<file path="config.mk">
export PLATFORM = sky130hd
export DESIGN_NAME = lcdt_div
export DESIGN_NICKNAME = d
export VERILOG_FILES = /design/src/rtl/lcdt_pkg.sv /design/src/rtl/lcdt_div.sv
export SDC_FILE = /design/constraint.sdc
export NUM_CORES = 1
export LEC_CHECK = 0
export BUFFER_PORTS_ARGS = -buffer_cell sky130_fd_sc_hd__buf_2
export CAP_MARGIN = 0
export CORE_MARGIN = 2
export CORE_UTILIZATION = 35
export DETAILED_ROUTE_END_ITERATION = 16
export PLACE_DENSITY = 0.53
export SETUP_SLACK_MARGIN = 0.5
export SLEW_MARGIN = 20
export SYNTH_ARGS = -nofsm -noshare
export SYNTH_HDL_FRONTEND = slang
export SYNTH_SLANG_ARGS = --single-unit
</file>
<file path="constraint.sdc">
create_clock -name clk -period 10.3 [get_ports clk]
set_input_delay 0.515 -clock clk [delete_from_list [all_inputs] [get_ports clk]]
set_output_delay 0.515 -clock clk [all_outputs]
set_load 0.03 [all_outputs]
</file>
<file path="src/rtl/lcdt_pkg.sv">
package lcdt_pkg;

  localparam int COUNT_W          = 32;
  localparam int SCALE_W          = 20;
  localparam int Q_SHIFT          = 16;
  localparam int TARE_SAMPLES_DEF = 100;

  localparam logic [SCALE_W-1:0] SCALE_RESET = 20'd49346;

  localparam logic [3:0] TAG_FIRST = 4'd0;
  localparam logic [3:0] TAG_LAST  = 4'd7;

  localparam logic [COUNT_W-1:0] FORCE_MAX = 32'h7FFF_FFFF;
  localparam logic [COUNT_W-1:0] FORCE_MIN = 32'h8000_0000;

  // Status of the tare mean divider.
  typedef struct packed {
    logic busy;
    logic done;
  } div_status_t;

endpackage

</file>
<file path="src/rtl/lcdt_div.sv">
module lcdt_div import lcdt_pkg::*; #(
  parameter int TARE_SAMPLES = TARE_SAMPLES_DEF,
  parameter int SUM_W        = 33 + $clog2(TARE_SAMPLES)
) (
  input  logic                      clk,
  input  logic                      rst,
  input  logic                      start,
  input  logic signed [SUM_W-1:0]   sum,
  output div_status_t               status,
  output logic signed [COUNT_W-1:0] mean
);

  // Mean by reciprocal multiply: q = floor(mag * RECIP / 2^SHIFT), exact for any
  // mag below 2^SUM_W with RECIP = ceil(2^SHIFT / TARE_SAMPLES).
  localparam int CHUNK_W = 16;
  localparam int NCH     = (SUM_W + CHUNK_W - 1) / CHUNK_W;
  localparam int MQ_W    = NCH * CHUNK_W;
  localparam int RW      = SUM_W + 1;
  localparam int ACC_W   = CHUNK_W + RW;
  localparam int SHIFT   = SUM_W + $clog2(TARE_SAMPLES);
  localparam int FS      = SHIFT - CHUNK_W * (NCH - 1);
  localparam int CNT_W   = $clog2(NCH + 1);

  localparam logic [63:0] RECIP64 =
    ((64'd1 << SHIFT) + 64'(TARE_SAMPLES) - 64'd1) / 64'(TARE_SAMPLES);
  localparam logic [RW-1:0] RECIP = RW'(RECIP64);

  logic [CNT_W-1:0] cnt;
  logic [MQ_W-1:0]  mq;
  logic [ACC_W-1:0] acc;
  logic             neg;
  logic             busy;
  logic             done;

  logic [SUM_W-1:0]   mag;
  logic [ACC_W-1:0]   part;
  logic [COUNT_W-1:0] quo;

  // Work on the magnitude, restore the sign at the end (truncate toward zero).
  assign mag  = sum[SUM_W-1] ? (~sum + 1'b1) : sum;
  // 16-bit slice of the magnitude times the reciprocal
  assign part = ACC_W'(mq[CHUNK_W-1:0]) * ACC_W'(RECIP);
  assign quo  = acc[FS +: COUNT_W];

  always_ff @(posedge clk) begin
    if (rst) begin
      busy <= 1'b0;
      done <= 1'b0;
      cnt  <= '0;
    end else begin
      done <= busy && (cnt == CNT_W'(1));
      if (start) begin
        busy <= 1'b1;
        cnt  <= CNT_W'(NCH);
      end else if (busy) begin
        cnt <= cnt - 1'b1;
        if (cnt == CNT_W'(1)) begin
          busy <= 1'b0;
        end
      end
    end
  end

  // Low slice first; dropping the low product bits each step keeps the floor exact.
  always_ff @(posedge clk) begin
    if (start) begin
      mq  <= MQ_W'(mag);
      acc <= '0;
      neg <= sum[SUM_W-1];
    end else if (busy) begin
      mq  <= mq >> CHUNK_W;
      acc <= (acc >> CHUNK_W) + part;
    end
  end

  assign status.busy = busy;
  assign status.done = done;
  assign mean        = neg ? (~quo + 1'b1) : quo;

endmodule

</file>
Word-level counts from Yosys, hierarchy flattened
Index checks and enable logic that the tools add are counted.
Operators by class
  $mul: 1
  equal/unequal tests: 1
  $add $sub $neg: 4
  bitwise logic cells: 2
  reductions and logical operators: 2
  mux-type cells: 9
Operator list (number)
  2-to-1 mux 40 bit: 3
  adder 41 x 57 -> 57 bit: 1
  multiplier 16 x 40 -> 56 bit, second input constant: 1
  adder 40 x 1 -> 40 bit, second input constant: 1
  NOT 40 bit: 1
  adder 32 x 1 -> 32 bit, second input constant: 1
  2-to-1 mux 32 bit: 1
  NOT 32 bit: 1
  2-to-1 mux 2 bit: 2
  2-to-1 mux 1 bit: 3
  == test 2 x 1 -> 1 bit, second input constant: 1
  nonzero test 2 bit: 1
  subtractor 2 x 1 -> 2 bit, second input constant: 1
  logical AND 1 bit: 1
Word-level totals
  register bits after elaboration: 102
  word-level logic and storage cells: 25

Depth between registers and ports, before layout
  word-level depth: 4
  mapped depth: 35
  mapped depth without buffers: 35

Worst setup path before layout
Ideal clock, no wire load.
  path kind: flip-flop to flip-flop
  start: reg mq[1]
  end: reg acc[54]
  arrival: 7.933 ns
  cell stages (with the launch flop): 34
  required time: 10.182 ns
  setup slack: 2.249 ns
  setup time: 0.118 ns
  path through: edfxtp_1 fa_1 inv_1 fa_1 inv_1 ha_1 fa_1 fa_1 inv_1 fa_1 inv_1 ha_1 and3_1 a221o_1 a21oi_1 o21ai_0 nand3_1 nand2_1 a21o_1 a21oi_1 o21ai_0 xor2_1 ha_1 and3_1 and2_1 nand3_1 a21oi_1 a211o_1 and3_1 a31oi_1 nor3_1 inv_1 or4_1 o2111a_1
On the way
  longest elaborated chain between the ends: 2
Ends and longest elaborated chain
  start: declaration: RTL line lcdt_div.sv:29  | logic [MQ_W-1:0] mq;
  start signal: assignment: RTL line lcdt_div.sv:67  | mq <= MQ_W'(mag);
  start signal: assignment: RTL line lcdt_div.sv:71  | mq <= mq >> CHUNK_W;
  multiplier 16 x 40 -> 56 bit: RTL line lcdt_div.sv:42  | assign part = ACC_W'(mq[CHUNK_W-1:0]) * ACC_W'(RECIP);
  adder 41 x 57 -> 57 bit: RTL line lcdt_div.sv:72  | acc <= (acc >> CHUNK_W) + part;
  end signal: assignment: RTL line lcdt_div.sv:72
  end: declaration: RTL line lcdt_div.sv:30  | logic [ACC_W-1:0] acc;
No other way between the ends.
A chain may end at the register's enable or synchronous reset.

Final worst setup path
  start: reg mq[3]
  end: reg acc[54]
The elaborated chain is that of the path after synthesis.

==> impl_metrics.csv <==
group,metric,value,unit
drt,finalWirelength,49870,microns
cells_and_area,final_core_util,38.22,%
die,initial_core_util,35.22,%
cells_and_area,flow.area_growth_from_synthesis,8.516,%
synthesis,async_s_r_ff_share_synth,0,%
synthesis,sequential_to_total_area_share_from_yosys_stat,13.91,%
synthesis,top_cells_by_area_in_the_synthesized_netlist,"sky130_fd_sc_hd__fa_1 (19%), sky130_fd_sc_hd__ha_1 (18%), sky130_fd_sc_hd__edfxtp_1 (8.0%)",
global_routing,grt_first_pass_wirelength,76600,microns
drt,dr.first_iter.drc_count,781,
clocking,num_cts_buffers,9,
die,core_rows,77,
flow_run,maxCapViolations,0,
cells_and_area,layout.cells.most_common_list,"sky130_fd_sc_hd__inv_1 (297), sky130_fd_sc_hd__ha_1 (217), sky130_fd_sc_hd__nor2_1 (150)",
drt,firstDrtPassIters,5,
die,die_x,214.3,microns
drt,detail_route.vias_per_cell,5.334,
worst_hold_path,min_path_type,"primary input to flip-flop",
clocking,cts_tree,"built",
synthesis,dominantRegCellSynth,"sky130_fd_sc_hd__dfxtp_1",
critical_path,setup_crit_start,"mq[3]",
global_routing,global_route.overflow_total,0,
sta,skew,13.53,ps
synthesis,synth.ff_latch_count,87,
global_routing,grt_max_degree,74,
drt,antenna_violating_nets_post_route,0,
sta,maxSlewViolCount,0,
global_routing,via_count_of_the_first_global_routing_pass,12970,
sta,finalHoldViolCount,0,
critical_path,critical_path_required,10570,ps
clocking,cts_num_sinks,87,
outcome,status,"complete, no violations",
clocking,clock_path_buffers,2,
clocking,clk_transition_reported_paths,70,ps
synthesis,synth.yosys.warnings,0,
global_routing,antenna_found_initial,0,
global_routing,global_route.usage.total,21.66,%
sta,rsz0062_at_grt,"no",
clocking,worstSkewPairLatency,390,ps
sta,tightest_slew,1102,ps
clocking,cts.hold.buffers_added,0,
cells_and_area,mostFrequentLayoutCell,"sky130_fd_sc_hd__inv_1",
drt,drc,0,
sta,slew-limit-headroom,26.52,%
critical_path,critical_path_arrival,9430,ps
sta,finalSetupViolations,0,
synthesis,yosysTopAreaCellShare,19.02,%
cells_and_area,nNetsFinal,2287,
cells_and_area,fraction_of_final_layout_cells_with_drive_strength_greater_than_1,6.684,%
sta,timing.fmax,109.2,MHz
sta,post-route-min-period,9155,ps
sta,fin_crit_sh,88.88,%
worst_hold_path,holdPathStages,2,
drt,detailroute.via_count,13220,
die,pin_count,77,
drt,wl_per_cell,20.12,microns
synthesis,post_synth_num_cell_types,75,
synthesis,cell_type_with_the_largest_total_area_after_synthesis,"sky130_fd_sc_hd__fa_1",
die,core_area,43930,sq um
placed_design,place_congestion,0.9715,
die,die_height,214.3,microns
clocking,h_tree_lvl_count,3,
critical_path,cp_startpoint_kind,"flip-flop",
placed_design,estimated_wirelength_of_the_detail_placed_design,43260,microns
worst_hold_path,min_from,"rst",
placed_design,placement.io_buffers,76,
critical_path,setup.worst_path.end_class,"flip-flop",
critical_path,setup.worst_path.class,"flip-flop to flip-flop",
critical_path,worst_path_largest_cell_delay,730,ps
critical_path,timing.reg2reg.worst_path_depth,33,
critical_path,crit_path_top_delay_cell,"sky130_fd_sc_hd__fa_2",
critical_path,worstReg2RegStart,"mq[3]",
synthesis,mappedNetlistArea,15470,sq um
sta,tns,0,ps
critical_path,worstPathMaxFanout,6,
synthesis,synth-edff-count,41,
synthesis,synthCells,1829,
die,die-area,45910,sq um
clocking,clk_root_buffer_cell,"sky130_fd_sc_hd__clkbuf_16",
synthesis,mean_syn_cell_area,8.459,sq um
synthesis,net_count_after_synthesis,2236,
-- through the flow --
step	hold WS [ps]	instance area [sq um]	setup WS, ps	instances
3_5_place_dp	503.7	16440	806.8	2454
2_1_floorplan	459.0	15470	2249	1829
6_report	331.3	16790	1145	2478
3_3_place_gp	501.6	16440	875.3	2454
5_1_grt	342.3	16790	544.4	2477
4_1_cts	319.1	16730	771.6	2470
-- logic make-up after synthesis --
kind of cell | after synthesis | share of synthesized area [%]
muxes | 25 | 1.625
xor gates and xnor gates | 150 | 8.491
buffers and inverters | 348 | 8.564
AOI/OAI and AO/OA | 396 | 16.30
DFF | 87 | 13.91
adders and majority gates | 364 | 36.57
and+or+nand+nor | 459 | 14.54
-- critical path: cells and delay by family (launching register included) --
family	cells	cell delay [ps]
fa+ha+maj	8	3880
compound gates	10	2040
simple gates	9	1990
flops	1	580
buf+inv	5	360
xor+xnor	1	170
-- cell usage after synthesis, types with 5 or more instances --
cell type and number:
sky130_fd_sc_hd__and2_1 8, sky130_fd_sc_hd__nand3_1 21, sky130_fd_sc_hd__nand4_1 26, sky130_fd_sc_hd__o21ai_0 58, sky130_fd_sc_hd__xor2_1 71, sky130_fd_sc_hd__o21a_1 19, sky130_fd_sc_hd__or4_4 5, sky130_fd_sc_hd__nor2_1 150
sky130_fd_sc_hd__o31ai_1 28, sky130_fd_sc_hd__nand3b_1 5, sky130_fd_sc_hd__a21oi_1 128, sky130_fd_sc_hd__dfxtp_1 46, sky130_fd_sc_hd__a211oi_1 18, sky130_fd_sc_hd__o21bai_1 16, sky130_fd_sc_hd__fa_1 147, sky130_fd_sc_hd__or4_1 17
sky130_fd_sc_hd__nand2b_1 15, sky130_fd_sc_hd__a311oi_1 6, sky130_fd_sc_hd__nand2_1 118, sky130_fd_sc_hd__nor2b_1 5, sky130_fd_sc_hd__o41ai_1 10, sky130_fd_sc_hd__and4_1 7, sky130_fd_sc_hd__inv_1 297, sky130_fd_sc_hd__ha_1 217
sky130_fd_sc_hd__nor4_1 13, sky130_fd_sc_hd__clkbuf_1 43, sky130_fd_sc_hd__mux2i_1 24, sky130_fd_sc_hd__o21ai_1 24, sky130_fd_sc_hd__xnor2_1 79, sky130_fd_sc_hd__edfxtp_1 41, sky130_fd_sc_hd__and3_1 16, sky130_fd_sc_hd__o211ai_1 10
sky130_fd_sc_hd__a31oi_1 9, sky130_fd_sc_hd__or2_2 6, sky130_fd_sc_hd__a21o_1 24, sky130_fd_sc_hd__nor3_1 23, sky130_fd_sc_hd__or3_1 12, sky130_fd_sc_hd__o221ai_1 5
-- worst paths after layout --
| check | to | slack, ps |
|---|---|---|
| max | acc[54] | 1150 |
| min | cnt[1] | 330 |
| max reg2reg | acc[54] | 1150 |
| min reg2reg | acc[16] | 520 |
-- routing by layer --
metal	GRT usage (%)	vias up	routed length, microns
met3	2.369	41	2145
met4	5.347	0	883
met2	34.98	324	23250
li1	-	6367	-
met1	30.95	6485	23590
met5	0	-	0
-- registers in the layout (all words and copies together) (netlist names) --
| register | cells |
|---|---|
| acc | 42 |
| done | 1 |
| neg | 1 |
| cnt | 2 |
| busy | 1 |
| mq | 40 |
-- final cells by class --
| type | instances | area, sq um |
|---|---|---|
| multi-input combinational | 1394 | 12000 |
| antenna | 1 | 2.502 |
| inverter | 298 | 1119 |
| clock buffer | 9 | 225.2 |
| sequential | 87 | 2153 |
| tap | 592 | 740.7 |
| fill | 4580 | 27140 |
| clock inverter | 7 | 62.56 |
| timing repair buffer | 90 | 485.5 |
-- repair_timing --
item / 4_1_cts / 5_1_grt
setup buffers: 0 / 7
endpoints found under the setup margin: 0 / 6
resized for setup: 0 / 2
Power is left out: the tool's default activity adds up to more than one toggle a clock period on the data nets, which glitch-free logic cannot reach.
